File: src/design/dbm_pkg.sv
// Shared types, codes and constant tables of the deterministic buffer mutator.
package dbm_pkg;

  // Width of an effective mutation length and of a buffer position.
  localparam int LenW = 13;

  // Stream payload widths, padded to whole bytes.
  localparam int InDataW  = 40;
  localparam int OutDataW = 56;

  // Reciprocals that split a 32-bit seed by 255 and by 33: quotient = (seed * recip) >> shift.
  localparam logic [31:0] IncRecip  = 32'h8080_8081;
  localparam int          IncShift  = 39;
  localparam logic [31:0] SpecRecip = 32'h3E0F_83E1;
  localparam int          SpecShift = 35;

  typedef enum logic [1:0] {
    OP_LOAD   = 2'd0,
    OP_MUTATE = 2'd1,
    OP_READ   = 2'd2,
    OP_NOP    = 2'd3
  } op_e;

  typedef enum logic [1:0] {
    MODE_INC     = 2'd0,
    MODE_FLIP    = 2'd1,
    MODE_SPECIAL = 2'd2,
    MODE_UNSUP   = 2'd3
  } mode_e;

  typedef enum logic [1:0] {
    STAT_DONE     = 2'd0,
    STAT_NO_FIT   = 2'd1,
    STAT_UNSUP    = 2'd2,
    STAT_ZERO_LEN = 2'd3
  } status_e;

  typedef enum logic [1:0] {
    REG_MODE  = 2'd0,
    REG_LIMIT = 2'd1,
    REG_SEED  = 2'd2,
    REG_NONE  = 2'd3
  } reg_idx_e;

  // Result of the serial divider, valid in the cycle that done is high.
  typedef struct packed {
    logic            done;
    logic [LenW-1:0] rem;
  } div_res_t;

  // Size in bytes of boundary constant k.
  function automatic logic [3:0] special_size(input logic [5:0] k);
    logic [3:0] sz;
    if (k < 6'd9) begin
      sz = 4'd1;
    end else if (k < 6'd17) begin
      sz = 4'd2;
    end else if (k < 6'd25) begin
      sz = 4'd4;
    end else begin
      sz = 4'd8;
    end
    return sz;
  endfunction

  // Value of boundary constant k, written little-endian.
  function automatic logic [63:0] special_value(input logic [5:0] k);
    logic [63:0] v;
    case (k)
      6'd0:  v = 64'h00;
      6'd1:  v = 64'h01;
      6'd2:  v = 64'h7E;
      6'd3:  v = 64'h7F;
      6'd4:  v = 64'h80;
      6'd5:  v = 64'h81;
      6'd6:  v = 64'hF0;
      6'd7:  v = 64'hFE;
      6'd8:  v = 64'hFF;
      6'd9:  v = 64'h0000;
      6'd10: v = 64'h0001;
      6'd11: v = 64'h7FFE;
      6'd12: v = 64'h7FFF;
      6'd13: v = 64'h8000;
      6'd14: v = 64'h8001;
      6'd15: v = 64'hFFFE;
      6'd16: v = 64'hFFFF;
      6'd17: v = 64'h0000_0000;
      6'd18: v = 64'h0000_0001;
      6'd19: v = 64'h7FFF_FFFE;
      6'd20: v = 64'h7FFF_FFFF;
      6'd21: v = 64'h8000_0000;
      6'd22: v = 64'h8000_0001;
      6'd23: v = 64'hFFFF_FFFE;
      6'd24: v = 64'hFFFF_FFFF;
      6'd25: v = 64'h0000_0000_0000_0000;
      6'd26: v = 64'h0000_0000_0000_0001;
      6'd27: v = 64'h7FFF_FFFF_FFFF_FFFE;
      6'd28: v = 64'h7FFF_FFFF_FFFF_FFFF;
      6'd29: v = 64'h8000_0000_0000_0000;
      6'd30: v = 64'h8000_0000_0000_0001;
      6'd31: v = 64'hFFFF_FFFF_FFFF_FFFE;
      6'd32: v = 64'hFFFF_FFFF_FFFF_FFFF;
      default: v = 64'h0;
    endcase
    return v;
  endfunction

endpackage

File: src/design/dbm_div.sv
// Restoring serial divider: 32-bit dividend by a 13-bit divisor, one bit a cycle.
module dbm_div (
  input  logic                      clk_i,
  input  logic                      rst_ni,
  input  logic                      start_i,
  input  logic [31:0]               dividend_i,
  input  logic [dbm_pkg::LenW-1:0]  divisor_i,
  output dbm_pkg::div_res_t         res_o
);
  import dbm_pkg::*;

  logic            busy_q;
  logic [4:0]      cnt_q;
  logic            done_q;
  logic [31:0]     quot_q;
  logic [LenW-1:0] rem_q;
  logic [LenW-1:0] dvs_q;

  logic [LenW:0]   trial;
  logic            fits;
  logic [LenW-1:0] rem_next;

  // One trial subtraction per cycle.
  assign trial    = {rem_q, quot_q[31]};
  assign fits     = trial >= {1'b0, dvs_q};
  assign rem_next = fits ? LenW'(trial - {1'b0, dvs_q}) : trial[LenW-1:0];

  // Step control.
  always_ff @(posedge clk_i or negedge rst_ni) begin
    if (!rst_ni) begin
      busy_q <= 1'b0;
      cnt_q  <= '0;
      done_q <= 1'b0;
    end else begin
      done_q <= 1'b0;
      if (start_i) begin
        busy_q <= 1'b1;
        cnt_q  <= '0;
      end else if (busy_q) begin
        cnt_q <= cnt_q + 5'd1;
        if (cnt_q == 5'd31) begin
          busy_q <= 1'b0;
          done_q <= 1'b1;
        end
      end
    end
  end

  // Quotient and partial remainder.
  always_ff @(posedge clk_i) begin
    if (start_i) begin
      quot_q <= dividend_i;
      rem_q  <= '0;
      dvs_q  <= divisor_i;
    end else if (busy_q) begin
      quot_q <= {quot_q[30:0], fits};
      rem_q  <= rem_next;
    end
  end

  assign res_o.done = done_q;
  assign res_o.rem  = rem_q;

endmodule

File: config.mk
export PLATFORM = sky130hd
export DESIGN_NAME = dbm_div
export DESIGN_NICKNAME = d
export VERILOG_FILES = /design/src/design/dbm_pkg.sv /design/src/design/dbm_div.sv
export SDC_FILE = /design/constraint.sdc
export NUM_CORES = 1
export LEC_CHECK = 0
export BUFFER_PORTS_ARGS = -buffer_cell sky130_fd_sc_hd__buf_2
export CORE_MARGIN = 4
export CORE_UTILIZATION = 50
export CTS_BUF_LIST = sky130_fd_sc_hd__clkbuf_2
export DETAILED_ROUTE_END_ITERATION = 8
export GPL_TIMING_DRIVEN = 0
export PLACE_DENSITY = 0.73
export SYNTH_ARGS = -nofsm -noshare
export SYNTH_HDL_FRONTEND = slang
export SYNTH_SLANG_ARGS = --single-unit
File: constraint.sdc
create_clock -name clk_i -period 3.5 [get_ports clk_i]
set_clock_uncertainty 0.15 [all_clocks]
set_input_delay 0.175 -clock clk_i [delete_from_list [all_inputs] [get_ports clk_i]]
set_output_delay 0.175 -clock clk_i [all_outputs]
set_load 0.01 [all_outputs]
== After elaboration in Yosys (flattened, before gate mapping) ==
Cells that the tools add are included.

* Muxes and demuxes: 11
* Reduce and logical (&&, ||, !) cells: 1
* Add/sub/neg operators: 2
* Equal/unequal tests: 1
* Order comparisons: 1

{| class="wikitable"
|+ Operators with widths
! cell !! count
|-
| $mux 32 || 2
|-
| $ge 14x13->1 || 1
|-
| $mux 13 || 1
|-
| $sub 13x13->13 || 1
|-
| $mux 5 || 2
|-
| $mux 1 || 6
|-
| $add 5x1->5 const B || 1
|-
| $eq 5x5->1 const B || 1
|-
| $reduce_bool 2->1 || 1
|}

* Flip-flop bits (word level): 65
* Input bits: 48

== Depth between registers and ports, before layout ==
Gate-level depths: netlist of run 1.

* Depth after elaboration: 4
* Mapped depth: 11

== Least setup slack after synthesis of run 1 ==
No wires, ideal clock.

* Kind: reg-to-reg
* From: reg quot_q[31]
* To: reg quot_q[0], data pin
* Setup time: 260 ps
* Setup slack: 868 ps
* Stages on the path, launching flop included: 11
* Arrival: 2,222 ps
* Buffers on the path: 1
* Cell sequence: edfxtp_1 -> inv_1 -> ha_1 -> inv_1 -> fa_1 -> a211o_1 -> a211oi_1 -> o2111a_2 -> nor2_8 -> buf_8 -> mux2_2

* Longest elaborated chain between the ends: 3

{| class="wikitable"
|+ RTL lines
! element !! RTL line !! RTL
|-
| from (decl) || dbm_div.sv:15 || <nowiki>logic [31:0] quot_q;</nowiki>
|-
| from (signal assigned) || dbm_div.sv:52 || <nowiki>quot_q <= dividend_i;</nowiki>
|-
| from (signal assigned) || dbm_div.sv:56 || <nowiki>quot_q <= {quot_q[30:0], fits};</nowiki>
|-
| $ge 14x13->1 || dbm_div.sv:25 || <nowiki>assign fits = trial >= {1'b0, dvs_q};</nowiki>
|-
| $mux 32 || dbm_div.sv:55 || <nowiki>end else if (busy_q) begin</nowiki>
|-
| $mux 32 || dbm_div.sv:51 || <nowiki>if (start_i) begin</nowiki>
|}

No other way between the ends. The select of a mux whose other input is x is not followed.
A chain may end at the register's enable or synchronous reset.

== Worst setup path after layout of run 1 ==
* From: reg quot_q[31]
* To: reg rem_q[12]

* Longest elaborated chain between the ends: 2

{| class="wikitable"
|+ RTL lines
! element !! RTL line !! RTL
|-
| $sub 13x13->13 / $ge 14x13->1 (equally long branches) || dbm_div.sv:26, dbm_div.sv:25 ||
|-
| $mux 13 * || dbm_div.sv:26 || <nowiki>assign rem_next = fits ? LenW'(trial - {1'b0, dvs_q}) : trial[LenW-1:0];</nowiki>
|-
| to (signal assigned) || dbm_div.sv:57 || <nowiki>rem_q <= rem_next;</nowiki>
|-
| to (decl) || dbm_div.sv:16 || <nowiki>logic [LenW-1:0] rem_q;</nowiki>
|}

Every way passes the cells marked *; elsewhere a longest branch is shown, timed or not.

==> results of run 1 <==
[layer usage]
metal | vias up | wire length (um)
met2 | 80 | 3580
li1 | 1247 | -
met5 | - | 0
met4 | 0 | 213
met3 | 18 | 384
met1 | 1194 | 3220
[repair_timing]
action                                  in CTS  in global routing
hold buffers                                48                  0
buffers inserted                             0                  0
endpoints found under the setup margin       0                  0
resized for setup                            0                  0
endpoints found under the hold margin       65                  0
[stage by stage]
step                      setup WS (ps)  hold WS [ps]  cell area [um^2]  power, mW  std cells
after floorplan                     868          -271              3380       1.05        277
after detailed placement            583          -127              3780       1.11        415
after CTS                           546           177              4380       1.63        479
after global placement              583          -134              3780       1.11        415
after global routing                373           174              4380       1.70        479
final                               542           197              4380       1.63        479
[worst max-delay path, stage by stage (launching register included)]
cell	delay, ps
sky130_fd_sc_hd__edfxtp_1	470
sky130_fd_sc_hd__inv_1	80
sky130_fd_sc_hd__ha_1	150
sky130_fd_sc_hd__inv_1	50
sky130_fd_sc_hd__fa_1	410
sky130_fd_sc_hd__a21o_1	220
sky130_fd_sc_hd__a221oi_1	470
sky130_fd_sc_hd__o21ai_0	240
sky130_fd_sc_hd__a21boi_0	300
sky130_fd_sc_hd__xnor2_1	100
sky130_fd_sc_hd__a31o_2	240
[how the worst min path moves through the flow]
stage                  startpoint  slack [ps]         to  cells past startpoint
floorplan                  rst_ni        -270     busy_q                      0
global placement           rst_ni        -130   cnt_q[0]                      1
detailed placement         rst_ni        -130   cnt_q[2]                      1
CTS                 divisor_i[10]         180  dvs_q[10]                      2
global route         divisor_i[0]         170   dvs_q[0]                      2
finish              divisor_i[11]         200  dvs_q[11]                      2
[state kept, by name, indices dropped and copies added, names as in the netlist]
signal  cells
busy_q      1
cnt_q       5
done_q      1
dvs_q      13
quot_q     32
rem_q      13
[cells in the final DEF, fill, tap and decap left out, types with 2 or more instances in the layout]
master | synthesis | layout
sky130_fd_sc_hd__a211oi_1 | 5 | 5
sky130_fd_sc_hd__a21boi_0 | 2 | 2
sky130_fd_sc_hd__a21o_1 | 4 | 4
sky130_fd_sc_hd__a21oi_1 | 11 | 11
sky130_fd_sc_hd__a311oi_1 | 2 | 2
sky130_fd_sc_hd__a311oi_2 | 4 | 4
sky130_fd_sc_hd__a31o_2 | 3 | 3
sky130_fd_sc_hd__and2_1 | 2 | 2
sky130_fd_sc_hd__and3_1 | 2 | 2
sky130_fd_sc_hd__buf_1 | 3 | 3
sky130_fd_sc_hd__buf_2 | 1 | 62
sky130_fd_sc_hd__buf_4 | 3 | 3
sky130_fd_sc_hd__clkbuf_1 | 6 | 6
sky130_fd_sc_hd__clkbuf_2 | 0 | 9
sky130_fd_sc_hd__clkinv_4 | 0 | 2
sky130_fd_sc_hd__dfrtp_1 | 7 | 7
sky130_fd_sc_hd__dfxtp_1 | 13 | 13
sky130_fd_sc_hd__dlygate4sd3_1 | 0 | 48
sky130_fd_sc_hd__edfxtp_1 | 45 | 45
sky130_fd_sc_hd__ha_1 | 15 | 15
sky130_fd_sc_hd__inv_1 | 18 | 18
sky130_fd_sc_hd__inv_6 | 0 | 2
sky130_fd_sc_hd__mux2_2 | 32 | 32
sky130_fd_sc_hd__mux2i_1 | 6 | 6
sky130_fd_sc_hd__nand2_1 | 15 | 15
sky130_fd_sc_hd__nand2_2 | 2 | 2
sky130_fd_sc_hd__nand2b_1 | 7 | 7
sky130_fd_sc_hd__nand4_1 | 2 | 2
sky130_fd_sc_hd__nor2_1 | 22 | 22
sky130_fd_sc_hd__nor2b_1 | 2 | 2
sky130_fd_sc_hd__o211a_1 | 2 | 2
sky130_fd_sc_hd__o21ai_0 | 3 | 3
sky130_fd_sc_hd__o31ai_1 | 4 | 4
sky130_fd_sc_hd__or3_1 | 3 | 3
sky130_fd_sc_hd__or3b_2 | 2 | 2
sky130_fd_sc_hd__xnor2_1 | 8 | 8
sky130_fd_sc_hd__xor2_1 | 4 | 4
[power by group]
group          internal, mW  leakage [nW]  switching (mW)
clock                 0.171        0.0729           0.315
combinational         0.137          1.20           0.101
sequential            0.884         0.663          0.0200
total                  1.19          1.93           0.436
[cell families after synthesis]
| family | after synthesis | synth area share [%] |
|---|---|---|
| DFF | 65 | 52.9 |
| and+or+nand+nor | 66 | 10.1 |
| xor gates and xnor gates | 12 | 3.11 |
| buffers and inverters | 32 | 4.26 |
| AOI/OAI and AO/OA | 48 | 11.0 |
| muxes | 38 | 12.4 |
| adders and majority gates | 16 | 6.15 |
[final cells by class]
| type | instances | area [um^2] | area share, % |
|---|---|---|---|
| inverters | 18 | 67.6 | 1.54 |
| clock buffers | 9 | 45.0 | 1.03 |
| repair buffers | 109 | 786 | 17.9 |
| flip-flops and latches | 65 | 1790 | 40.8 |
| plain buffers | 14 | 76.3 | 1.74 |
| well taps | 77 | 96.3 | 2.20 |
| clock inverters | 7 | 77.6 | 1.77 |
| multi-input cells | 180 | 1450 | 33.0 |
==> results, run 1 <==
- The flow ran to the end, and the final reports show no timing, DRC or antenna violations.
- The worst path uses 84.5% of the clock period.
- The die is 90.2 um tall.
- In this run the standard cell core region covers 6460 um^2.
- For this run, design rule violations remaining after detail routing come to 0.
- Of all flip-flops after synthesis, the portion carrying an async set or reset was 10.8%.
- The number of synthesized flops with an enable pin is 45.
- The routed design could run at a clock period as short as 2960 ps.
- The critical path is of the reg2reg type.
- The largest fanout on the critical path is 3.
- The initialized floorplan defines 29 standard-cell rows.
- After synthesis the cells add up to 3380 um^2.
- Setup violations remaining at the end of the flow were counted as 0.
- At the end of routability-driven placement, the weighted congestion stood at 0.788.
- The via count of the routed design is 2,539.
- Counting cells, the worst reg-to-reg path comes to 10.
- The number of storage elements in the synthesis netlist is 65.
- The die area is 8130 um^2.
- In this run the critical register-to-register path is captured at rem_q[12].
- The worst-case headroom to the max-slew limit is 30.0%.
- Using the TritonRoute via totals, the vias-per-cell ratio works out to 5.30.
- For this run, global-route usage on met3 was measured as 3.84%.
- Among all flip-flop cells after synthesis, the most frequent one is sky130_fd_sc_hd__edfxtp_1.
- The number of hold violations in the final report was 0.
- After clock tree synthesis, the clock-pin slew on the worst setup and hold paths is 220 ps.
- The net count of the finished layout is 461.
- The global-route wire length before repair is 12,400 um.
- After global routing the overflow that remains totals 0.
- In the global route stage, met1 resource usage came out at 23.7%.
- The highest clock frequency the design can meet is 338 MHz.
- Global routing used 31.2% of the available met2 tracks.
- The number of antenna violations at the first check in global routing came to 0.
- The count of max-cap constraint violations is 0.
- At the worst endpoint, the required time is 3810 ps.
- The largest net degree at the start of global routing is 33.
- The aggregate global-route resource usage is 19.0%.
- The count of cell types in the netlist is 50.
- The top-level I/O count is 62.
- Among all cell types in the netlist, the one instantiated most often is sky130_fd_sc_hd__edfxtp_1.
- The maximum vdd ir drop is 0.240 mV.
- TritonCTS built the clock tree.
- The count of mapped cells out of synthesis is 277.
- The fraction of layout cells with a size suffix above 1 is 31.8%.
- The most critical setup path has its endpoint at rem_q[12].
- The share of the core filled with cells is 67.8%.
- Sorting the synthesized cells by how often they occur yields 45 x sky130_fd_sc_hd__edfxtp_1, 32 x sky130_fd_sc_hd__mux2_2, 22 x sky130_fd_sc_hd__nor2_1.
- The antenna diode instance count is 0.
- The maximum number of buffers from clock root to sink is 2.
- The H-tree was split into 3 levels.
- The mean instance size in the synthesized netlist is 12.2 um^2.
- Data arrives at the worst endpoint at 3270 ps.
- Setup repair after global routing left no endpoint under its margin.
- The fill cell total of the finished layout is 487.
- The first-iteration detailed-routing DRC count is 108.
- The worst hold path belongs to the class in2reg.
- The via count of the first global-routing pass is 2,689.
- The startpoint identified for the worst register-to-register timing path is quot_q[31].
- The most heavily used metal layer in global routing is met2.
- Detailed placement ended at an HPWL of 4840 um.
- The die is 90.2 um wide.
- Across all register-to-register paths, the minimum setup slack is 540 ps.
- The worst setup path is launched from a flop.
- The top-area cell type share of the netlist area is 40.0%.
- In the post-synthesis netlist, the biggest area contributors are sky130_fd_sc_hd__edfxtp_1 40%, sky130_fd_sc_hd__mux2_2 11%, sky130_fd_sc_hd__dfxtp_1 7.7%.
- In this run the static leakage power is 1.93 nW.
- The sequential element share of the synthesized area is 52.9%.
- Dividing the detail-routed wire length by the instance count gives 15.5 um.
- The net count after synthesis is 341.
- The largest area contributor in the synthesized netlist is sky130_fd_sc_hd__edfxtp_1.
- Once the floorplan was initialized, standard cells occupied 52.3% of the core.
- The root buffer cell is sky130_fd_sc_hd__clkbuf_2.
- During synthesis, Yosys emitted a total of 0 warnings.
- In this run the tool buffered the top-level ports with 61 buffer cells.
- The transition at the pin with the smallest max-transition slack is 1040 ps.
- The number of buffers added by the clock tree synthesis step is 9.
- The total detailed-routing wirelength is 7400 um.
- The power per cell area is 372 nW/um^2.
- The later pin in the worst-skew pair is clocked with a latency of 530 ps.
- Adding up every negative setup slack in the final design gives 0 ps.
- The length of the first detailed-routing pass in iterations is 4.
- Once detail routing completed, the nets flagged for antenna violations numbered 0.
- The clock sink count is 65.
- The worst setup path startpoint is quot_q[31].
- The max-slew violation count is 0.
- The area growth from synthesis to layout is 29.8%.
- STA classifies the critical path endpoint as a flop.
(Power assumes the default switching activity.)
==> inputs of run 2 (changes only) <==
--- a/config.mk
+++ b/config.mk
@@ -5,13 +5,14 @@
 export SDC_FILE = /design/constraint.sdc
 export NUM_CORES = 1
 export LEC_CHECK = 0
+export ABC_AREA = 1
 export BUFFER_PORTS_ARGS = -buffer_cell sky130_fd_sc_hd__buf_2
 export CORE_MARGIN = 4
 export CORE_UTILIZATION = 50
 export CTS_BUF_LIST = sky130_fd_sc_hd__clkbuf_2
 export DETAILED_ROUTE_END_ITERATION = 8
 export GPL_TIMING_DRIVEN = 0
-export PLACE_DENSITY = 0.73
+export PLACE_DENSITY = 0.75
 export SYNTH_ARGS = -nofsm -noshare
 export SYNTH_HDL_FRONTEND = slang
 export SYNTH_SLANG_ARGS = --single-unit
==> constraint.sdc (replaced) <==
create_clock -name clk_i -period 2.7 [get_ports clk_i]
set_clock_uncertainty 0.15 [all_clocks]
set_input_delay 0.135 -clock clk_i [delete_from_list [all_inputs] [get_ports clk_i]]
set_output_delay 0.135 -clock clk_i [all_outputs]
set_load 0.01 [all_outputs]
==> run 2 against run 1 <==
  * Fmax grew 30%
  * Combinational power grew to 5.5 times the previous value
  * Power grew 100%
  * Synthesized cell count grew 61%
  * Routed wire length up 18%
  * Core utilization decreased by 0.60 points
  * Largest cell class unchanged
  * Sequential power rose by 45%
  * Count of clock-buffer cells in the layout stayed put
  * Highest routed layer unchanged
  * Die area is 6.0% higher
  * Sequential share of layout area decreased by 2.3 points
  * First-iteration DRC count up 32%
  * Via count grew 29%
==> results, run 2 <==
- The area of the multi-input gates is 1480 um^2 (was 1450 um^2).
- The top-level I/O count was 62 (unchanged).
- The worst-case headroom to the max-slew limit is 21.2% (was 30.0%).
- The largest fanout on the critical path is 10 (was 3).
- The share of the cycle needed by the critical path after routing is 84.4% (was 84.5%).
- The count of buffers inserted at the top-level ports is 61 (unchanged).
- The final sum of negative setup slack is 0 ps (unchanged).
- The mean routed wirelength per cell is 13.0 um (was 15.5 um).
- The yosys synthesis warning count came to 0 (unchanged).
- The most used flip-flop cell after synthesis is sky130_fd_sc_hd__edfxtp_1 (unchanged).
- The number of cells on the worst reg-to-reg path came to 11 (was 10).
- The post-route worst setup slack is 422 ps (was 542 ps).
- The mean instance size in the synthesized netlist came to 8.05 um^2 (was 12.2 um^2).
- The worst min-delay path startpoint was divisor_i[10] (was divisor_i[11]).
- The number of antenna violations at the first check in global routing is 0 (unchanged).
- The commonest non-fill, non-tap cell in the layout is sky130_fd_sc_hd__nand2_1 (was sky130_fd_sc_hd__buf_2).
- The gate family responsible for the most delay along the worst path is adder cells (was compound AO/OA/AOI/OAI gates).
- The cell area after synthesis is 3600 um^2 (was 3380 um^2).
- The maximum number of buffers from clock root to sink came to 2 (unchanged).
- The number of synthesized flops with an enable pin came to 45 (unchanged).
- The post-layout net count is 631 (was 461).
- The sequential element share of the synthesized area was 49.7% (was 52.9%).
- The count of mapped cells out of synthesis is 447 (was 277).
- The most common cell type on the critical path is sky130_fd_sc_hd__nand2_1 (was sky130_fd_sc_hd__inv_1).
- The floorplan die height came to 92.8 um (was 90.2 um).
- The largest area contributor in the synthesized netlist was sky130_fd_sc_hd__edfxtp_1 (unchanged).
- The worst path required time came to 2860 ps (was 3810 ps).
- The fraction of layout cells with a size suffix above 1 was 17.8% (was 31.8%).
- The endpoint type of the worst setup path is a flop (unchanged).
- The post-cts sizing count is 0 (unchanged).
- The number of buffer and inverter instances along the worst setup path was 3 (was 2).
- The die width is 92.8 um (was 90.2 um).
- Setup repair after global routing missed its margin: false (unchanged).
- The number of flip-flops in the largest register is 32 (unchanged).
- The type of the worst setup path is reg2reg (unchanged).
- The number of storage elements in the synthesis netlist is 65 (unchanged).
- The count of H-tree levels built during CTS was 3 (unchanged).
- The leakage dissipation is 2.40 nW (was 1.93 nW).
- The aggregate global routing overflow is 0 (unchanged).
- The worst-case setup slack after placement is 427 ps (was 583 ps).
- The power per cell area came to 712 nW/um^2 (was 372 nW/um^2).
- The sequential cell area came to 1790 um^2 (unchanged).
- The effective utilization at floorplan came to 52.1% (was 52.3%).
- The layout overhead on the synthesized area is 29.1% (was 29.8%).
- The final RePlAce weighted congestion was 0.958 (was 0.788).
- The insertion delay of the later-clocked pin in the worst-skew pair came to 540 ps (was 530 ps).
- The total setup violations reported at the end of the flow was 0 (unchanged).
- The register with the most flip-flops was quot_q (unchanged).
- The maximum vdd ir drop is 0.337 mV (was 0.240 mV).
- The hold path endpoint is dvs_q[10] (was dvs_q[11]).
- The HPWL after detailed placement is 5720 um (was 4840 um).
- The antenna diode instance count is 0 (unchanged).
- The kind of start point of the critical path is a flop (unchanged).
- The startpoint of the worst register-to-register path is quot_q[31] (unchanged).
- The largest net degree at the start of global routing came to 34 (was 33).
- The global-route wire length before repair is 14,900 um (was 12,400 um).
- The path type of the worst min-delay path is in2reg (unchanged).
- The count of max-cap constraint violations came to 0 (unchanged).
- The endpoint of the lowest-slack register-to-register path is quot_q[0] (was rem_q[12]).
- The highest clock frequency the design can meet was 439 MHz (was 338 MHz).
- The via count of the routed design was 3,275 (was 2,539).
- The share of flip-flops with an asynchronous set or reset after synthesis was 10.8% (unchanged).
- The transition at the pin with the smallest max-transition slack was 1180 ps (was 1040 ps).
- The row count is 30 (was 29).
- Highest-count cells in the layout ignoring fill and taps: 191 x sky130_fd_sc_hd__nand2_1, 65 x sky130_fd_sc_hd__buf_2, 63 x sky130_fd_sc_hd__inv_1 (was 62 x sky130_fd_sc_hd__buf_2, 48 x sky130_fd_sc_hd__dlygate4sd3_1, 45 x sky130_fd_sc_hd__edfxtp_1).
- The clock transition at the registers of the reported paths is 230 ps (was 220 ps).
- The number of hold buffers added after CTS came to 48 (unchanged).
- The max-slew violation count is 0 (unchanged).
- The core area is 6910 um^2 (was 6460 um^2).
- The TritonCTS clock tree is yes (unchanged).
- The number of hold violations in the final report was 0 (unchanged).
- The cell with the most instances after synthesis is sky130_fd_sc_hd__nand2_1 (was sky130_fd_sc_hd__edfxtp_1).
- The cell at the slowest stage of the critical path is sky130_fd_sc_hd__fa_1 (was sky130_fd_sc_hd__edfxtp_1).
- Leading registers by flop count: quot_q (32), dvs_q (13), rem_q (13) (unchanged).
- The post-route antenna net violation count is 0 (unchanged).
- The fill cell total of the finished layout was 573 (was 487).
- The first-iteration detailed-routing DRC count is 143 (was 108).
- Main area contributors after synthesis: sky130_fd_sc_hd__edfxtp_1 38%, sky130_fd_sc_hd__nand2_1 20%, sky130_fd_sc_hd__dfxtp_1 7.2% (was sky130_fd_sc_hd__edfxtp_1 40%, sky130_fd_sc_hd__mux2_2 11%, sky130_fd_sc_hd__dfxtp_1 7.7%).
- The via count of the first global-routing pass is 3,335 (was 2,689).
- The die area was 8620 um^2 (was 8130 um^2).
- The register-to-register setup slack is 420 ps (was 540 ps).
- The length of the first detailed-routing pass in iterations was 5 (was 4).
- The worst hold path depth is 2 (unchanged).
- The root buffer cell is sky130_fd_sc_hd__clkbuf_2 (unchanged).
- The clock sink count is 65 (unchanged).
- The total detailed-routing wirelength is 8700 um (was 7400 um).
- The number of buffers added by the clock tree synthesis step is 9 (unchanged).
- The arrival time of the worst setup path is 2430 ps (was 3270 ps).
- The post-CTS setup buffer count came to 0 (unchanged).
- Critical path cell sequence: inv_1, ha_1, inv_1, fa_1, nand2_1, nand3_2, nand2_2, nand3_4, buf_6, nand2_1, nand2_1 (was inv_1, ha_1, inv_1, fa_1, a21o_1, a221oi_1, o21ai_0, a21boi_0, xnor2_1, a31o_2).
- The biggest cell delay along the critical path is 460 ps (was 470 ps).
- Commonest cells post-synth: 191 x sky130_fd_sc_hd__nand2_1, 63 x sky130_fd_sc_hd__inv_1, 45 x sky130_fd_sc_hd__edfxtp_1 (was 45 x sky130_fd_sc_hd__edfxtp_1, 32 x sky130_fd_sc_hd__mux2_2, 22 x sky130_fd_sc_hd__nor2_1).
- The clock period minus worst slack is 2280 ps (was 2960 ps).
- The net count after synthesis was 511 (was 341).
- The aggregate global-route resource usage came to 22.3% (was 19.0%).
- The average vias per placed instance was 4.90 (was 5.30).
- The top-area cell type share of the netlist area is 37.6% (was 40.0%).
- Run status: completed (unchanged).
- The overall power consumption is 3.31 mW (was 1.63 mW).
- The number of remaining DRC errors is 0 (unchanged).
- The count of cell types in the netlist is 33 (was 50).
## run 2: cell count changes after synthesis, sizes merged, moves of 5 or more
cell	previous run	this run
mux2i	6	0
nand3	1	33
mux2	32	0
inv	18	69
nand2b	7	0
nand4	2	18
a311oi	6	0
nor2	23	16
a211oi	5	0
nand2	17	194
a21oi	11	5
## run 2: final cells by class
cell class                      count  area share [%]
Sequential cell                    65            38.5
Multi-Input combinational cell    299            32.0
Timing Repair Buffer              109            16.9
Inverter                           69            5.58
Tap cell                           96            2.59
Clock inverter                      7            2.05
Buffer                             14            1.48
Clock buffer                        9           0.970
## run 2: report_power, final
part | switching (mW) | total, mW | internal (mW) | leakage, nW
logic | 0.785 | 1.31 | 0.523 | 1.65
clock network | 0.386 | 0.690 | 0.304 | 0.0718
registers | 0.0993 | 1.31 | 1.21 | 0.677
total | 1.27 | 3.31 | 2.04 | 2.40
## run 2: worst max path at each step
| stage | from | endpoint | cells past startpoint |
|---|---|---|---|
| after floorplan | quot_q[31] | quot_q[0] | 11 |
| after global placement | quot_q[31] | quot_q[0] | 11 |
| after detailed placement | quot_q[31] | quot_q[0] | 11 |
| after CTS | quot_q[31] | quot_q[0] | 11 |
| after global routing | quot_q[31] | rem_q[8] | 11 |
| final | quot_q[31] | quot_q[0] | 11 |
## run 2: cell families after synthesis
kind of cell             Yosys count  share of synthesized area (%)
XOR/XNOR                           5                           1.22
adder cells (fa/ha/maj)           16                           5.77
buffers and inverters             83                           9.11
AND/OR/NAND/NOR                  267                           32.2
flip-flops                        65                           49.7
AO/OA/AOI/OAI                     11                           2.05
## run 2: per-stage QoR
stage	util, %	hold slack [ps]	area, um^2	instances
floorplan	-	-311	3600	447
global placement	58.3	-177	4020	604
detailed placement	58.3	-176	4020	604
CTS	67.2	94.0	4640	668
global route	67.2	108	4640	668
finish	67.2	139	4640	668
## run 2: routing by layer
metal	global-route usage, %	part of all wire, %
met2	37.0	50
met3	5.28	5.6
met5	0	0
met1	26.9	42
met4	11.1	2.6
==> inputs of run 3 (changes only) <==
--- a/config.mk
+++ b/config.mk
@@ -5,14 +5,14 @@
 export SDC_FILE = /design/constraint.sdc
 export NUM_CORES = 1
 export LEC_CHECK = 0
-export ABC_AREA = 1
+export ABC_AREA = 0
 export BUFFER_PORTS_ARGS = -buffer_cell sky130_fd_sc_hd__buf_2
 export CORE_MARGIN = 4
 export CORE_UTILIZATION = 50
 export CTS_BUF_LIST = sky130_fd_sc_hd__clkbuf_2
 export DETAILED_ROUTE_END_ITERATION = 8
 export GPL_TIMING_DRIVEN = 0
-export PLACE_DENSITY = 0.75
+export PLACE_DENSITY = 0.73
 export SYNTH_ARGS = -nofsm -noshare
 export SYNTH_HDL_FRONTEND = slang
 export SYNTH_SLANG_ARGS = --single-unit
==> constraint.sdc (replaced) <==
create_clock -name clk_i -period 2.1 [get_ports clk_i]
set_clock_uncertainty 0.15 [all_clocks]
set_input_delay 0.105 -clock clk_i [delete_from_list [all_inputs] [get_ports clk_i]]
set_output_delay 0.105 -clock clk_i [all_outputs]
set_load 0.01 [all_outputs]
==> run 3 against run 2 <==
  * The run now ends with setup timing left
  * Highest routed layer unchanged
  * Design area is 1.1% lower
  * Sequential cell count stayed put
  * Register-to-register slack worse by 1000 ps
  * Fmax is 15% lower
==> results, run 3 (synthesis results as in run 1) <==
- The number of hold violations in the final report came to 0 (unchanged).
- The antenna diode instance count is 0 (unchanged).
- The first-iteration detailed-routing DRC count is 105 (was 143).
- The design internal power is 2.11 mW (was 2.04 mW).
- The length of the first detailed-routing pass in iterations came to 4 (was 5).
- The arrival time of the worst setup path came to 2850 ps (was 2430 ps).
- The fill cell total of the finished layout is 472 (was 573).
- The type of the worst setup path is reg2reg (unchanged).
- The post-route worst setup slack is -593 ps (was 422 ps).
- The via count of the routed design was 2,579 (was 3,275).
- The clock period minus worst slack is 2690 ps (was 2280 ps).
- The count of max-cap constraint violations is 0 (unchanged).
- The aggregate global-route resource usage is 19.7% (was 22.3%).
- The aggregate global routing overflow is 0 (unchanged).
- The biggest cell delay along the critical path is 450 ps (was 460 ps).
- The post-layout net count is 470 (was 631).
- The final instance count without filler cells is 488 (was 668).
- The power per cell area is 611 nW/um^2 (was 712 nW/um^2).
- Run status: complete, but fails checks (was completed).
- The cell area after layout is 4590 um^2 (was 4640 um^2).
- The fraction of layout cells with a size suffix above 1 is 37.2% (was 17.8%).
- The cell at the slowest stage of the critical path is sky130_fd_sc_hd__edfxtp_1 (was sky130_fd_sc_hd__fa_1).
- Highest-count cells in the layout ignoring fill and taps: 61 x sky130_fd_sc_hd__buf_2, 48 x sky130_fd_sc_hd__dlygate4sd3_1, 45 x sky130_fd_sc_hd__edfxtp_1 (was 191 x sky130_fd_sc_hd__nand2_1, 65 x sky130_fd_sc_hd__buf_2, 63 x sky130_fd_sc_hd__inv_1).
- The worst-case setup slack after placement is -734 ps (was 427 ps).
- The overall power consumption was 2.81 mW (was 3.31 mW).
- The TritonCTS clock tree was yes (unchanged).
- The register-to-register setup slack is -590 ps (was 420 ps).
- The maximum vdd ir drop came to 0.453 mV (was 0.337 mV).
- The insertion delay of the later-clocked pin in the worst-skew pair is 520 ps (was 540 ps).
- The number of buffers added by the clock tree synthesis step is 9 (unchanged).
- The top-level I/O count is 62 (unchanged).
- Critical path cell sequence: inv_1, ha_2, inv_2, fa_2, a211o_1, a211oi_2, o2111a_2, nor2_8, buf_8, mux2_2 (was inv_1, ha_1, inv_1, fa_1, nand2_1, nand3_2, nand2_2, nand3_4, buf_6, nand2_1, nand2_1).
- The share of the core filled with cells was 71.1% (was 67.2%).
- The final reports fail on setup timing.
- The worst setup path startpoint is quot_q[31] (unchanged).
- The commonest non-fill, non-tap cell in the layout is sky130_fd_sc_hd__buf_2 (was sky130_fd_sc_hd__nand2_1).
- The clock group share of total power is 31.5% (was 20.8%).
- The transition at the pin with the smallest max-transition slack is 1030 ps (was 1180 ps).
- The number of antenna violations at the first check in global routing was 0 (unchanged).
- The highest clock frequency the design can meet was 371 MHz (was 439 MHz).
- The global-route wire length before repair is 12,700 um (was 14,900 um).
- The post-route antenna net violation count was 0 (unchanged).
- The final sum of negative setup slack came to -7610 ps (was 0 ps).
- The placed cell count is 415 (was 604).
- Setup repair after global routing missed its margin: true (was false).
- The kind of start point of the critical path is a flop (unchanged).
- The HPWL after detailed placement is 4840 um (was 5720 um).
- The count of buffers inserted at the top-level ports was 61 (unchanged).
- The critical path capture point is quot_q[0] (unchanged).
- The post-detailed-placement cell area is 3800 um^2 (was 4020 um^2).
- The die area is 8130 um^2 (was 8620 um^2).
- The startpoint of the worst register-to-register path is quot_q[31] (unchanged).
- The net switching power of the design is 702 uW (was 1.27 mW).
- The via count of the first global-routing pass was 2,704 (was 3,335).
- The gate family responsible for the most delay along the worst path is compound AO/OA/AOI/OAI gates (was adder cells).
- The average vias per placed instance is 5.28 (was 4.90).
- The largest fanout on the critical path was 5 (was 10).
- The clock transition at the registers of the reported paths is 210 ps (was 230 ps).
- The root buffer cell is sky130_fd_sc_hd__clkbuf_2 (unchanged).
- The floorplan die height is 90.2 um (was 92.8 um).
- The path type of the worst min-delay path was in2reg (unchanged).
- The worst-case headroom to the max-slew limit came to 30.9% (was 21.2%).
- The clock sink count was 65 (unchanged).
- The final RePlAce weighted congestion is 0.767 (was 0.958).
- The part of the total power dissipated in sequential elements came to 53.6% (was 39.7%).
- The leakage dissipation is 2.01 nW (was 2.40 nW).
- The endpoint type of the worst setup path is a flop (unchanged).
- The die width is 90.2 um (was 92.8 um).
- The total setup violations reported at the end of the flow is 14 (was 0).
- The number of cells on the critical path came to 10 (was 11).
- The maximum number of buffers from clock root to sink is 2 (unchanged).
- The layout overhead on the synthesized area is 36.1% (was 29.1%).
- The effective utilization at floorplan came to 52.3% (was 52.1%).
- The core area is 6460 um^2 (was 6910 um^2).
- The switching portion of total power is 25.0% (was 38.4%).
- The count of H-tree levels built during CTS is 3 (unchanged).
- The number of flip-flops in the largest register is 32 (unchanged).
- The mean routed wirelength per cell came to 15.6 um (was 13.0 um).
- The row count is 29 (was 30).
- The largest net degree at the start of global routing is 33 (was 34).
- The endpoint of the lowest-slack register-to-register path is quot_q[0] (unchanged).
- The max-slew violation count is 0 (unchanged).
- The number of remaining DRC errors is 0 (unchanged).
- The number of cells on the worst reg-to-reg path is 10 (was 11).
- The number of buffer and inverter instances along the worst setup path was 3 (unchanged).
- The worst path required time came to 2260 ps (was 2860 ps).
- The register with the most flip-flops is quot_q (unchanged).
- Leading registers by flop count: quot_q (32), dvs_q (13), rem_q (13) (unchanged).
- The total detailed-routing wirelength is 7600 um (was 8700 um).
- The relative contribution of combinational cells to total power is 14.8% (was 39.5%).
- The share of the cycle needed by the critical path after routing was 128% (was 84.4%).
- The worst-case hold slack is 127 ps (was 139 ps).
[run 3: final cells by class]
type,count,area (um^2),area share [%]
plain buffers,14,82.6,1.80
clock inverters,7,93.8,2.04
repair buffers,118,891,19.4
clock buffers,9,45.0,0.980
flip-flops and latches,65,1790,38.9
multi-input cells,180,1530,33.3
inverters,18,67.6,1.47
well taps,77,96.3,2.10
[run 3: how the worst min path moves through the flow]
stage | startpoint | to | slack, ps | depth (start not counted)
global placement | rst_ni | cnt_q[0] | -200 | 1
CTS | divisor_i[9] | dvs_q[9] | 110 | 2
finish | divisor_i[0] | dvs_q[0] | 130 | 2
global route | divisor_i[0] | dvs_q[0] | 90 | 2
floorplan | rst_ni | busy_q | -340 | 0
detailed placement | rst_ni | cnt_q[0] | -200 | 1
[run 3: routing by layer]
layer	global-route usage (%)	part of all wire (%)
met4	5.23	1.6
met1	24.1	42
met5	0	0
met3	6.51	4.6
met2	33.6	52
[run 3: power by group through the flow]
stage / logic (mW) / registers [mW] / clock network [mW]
floorplan: 0.230 / 1.53 / 0
global placement: 0.316 / 1.53 / 0
detailed placement: 0.328 / 1.53 / 0
CTS: 0.411 / 1.51 / 0.897
global route: 0.462 / 1.52 / 0.954
finish: 0.417 / 1.51 / 0.886
[run 3: timing repair]
action | in CTS | in global routing
hold buffers | 48 | 0
hold endpoints to repair | 65 | 0
resized for setup | 17 | 7
setup endpoints to repair | 46 | 14
pin swaps | 10 | 3
buffers inserted | 8 | 0
gates cloned | 1 | 0
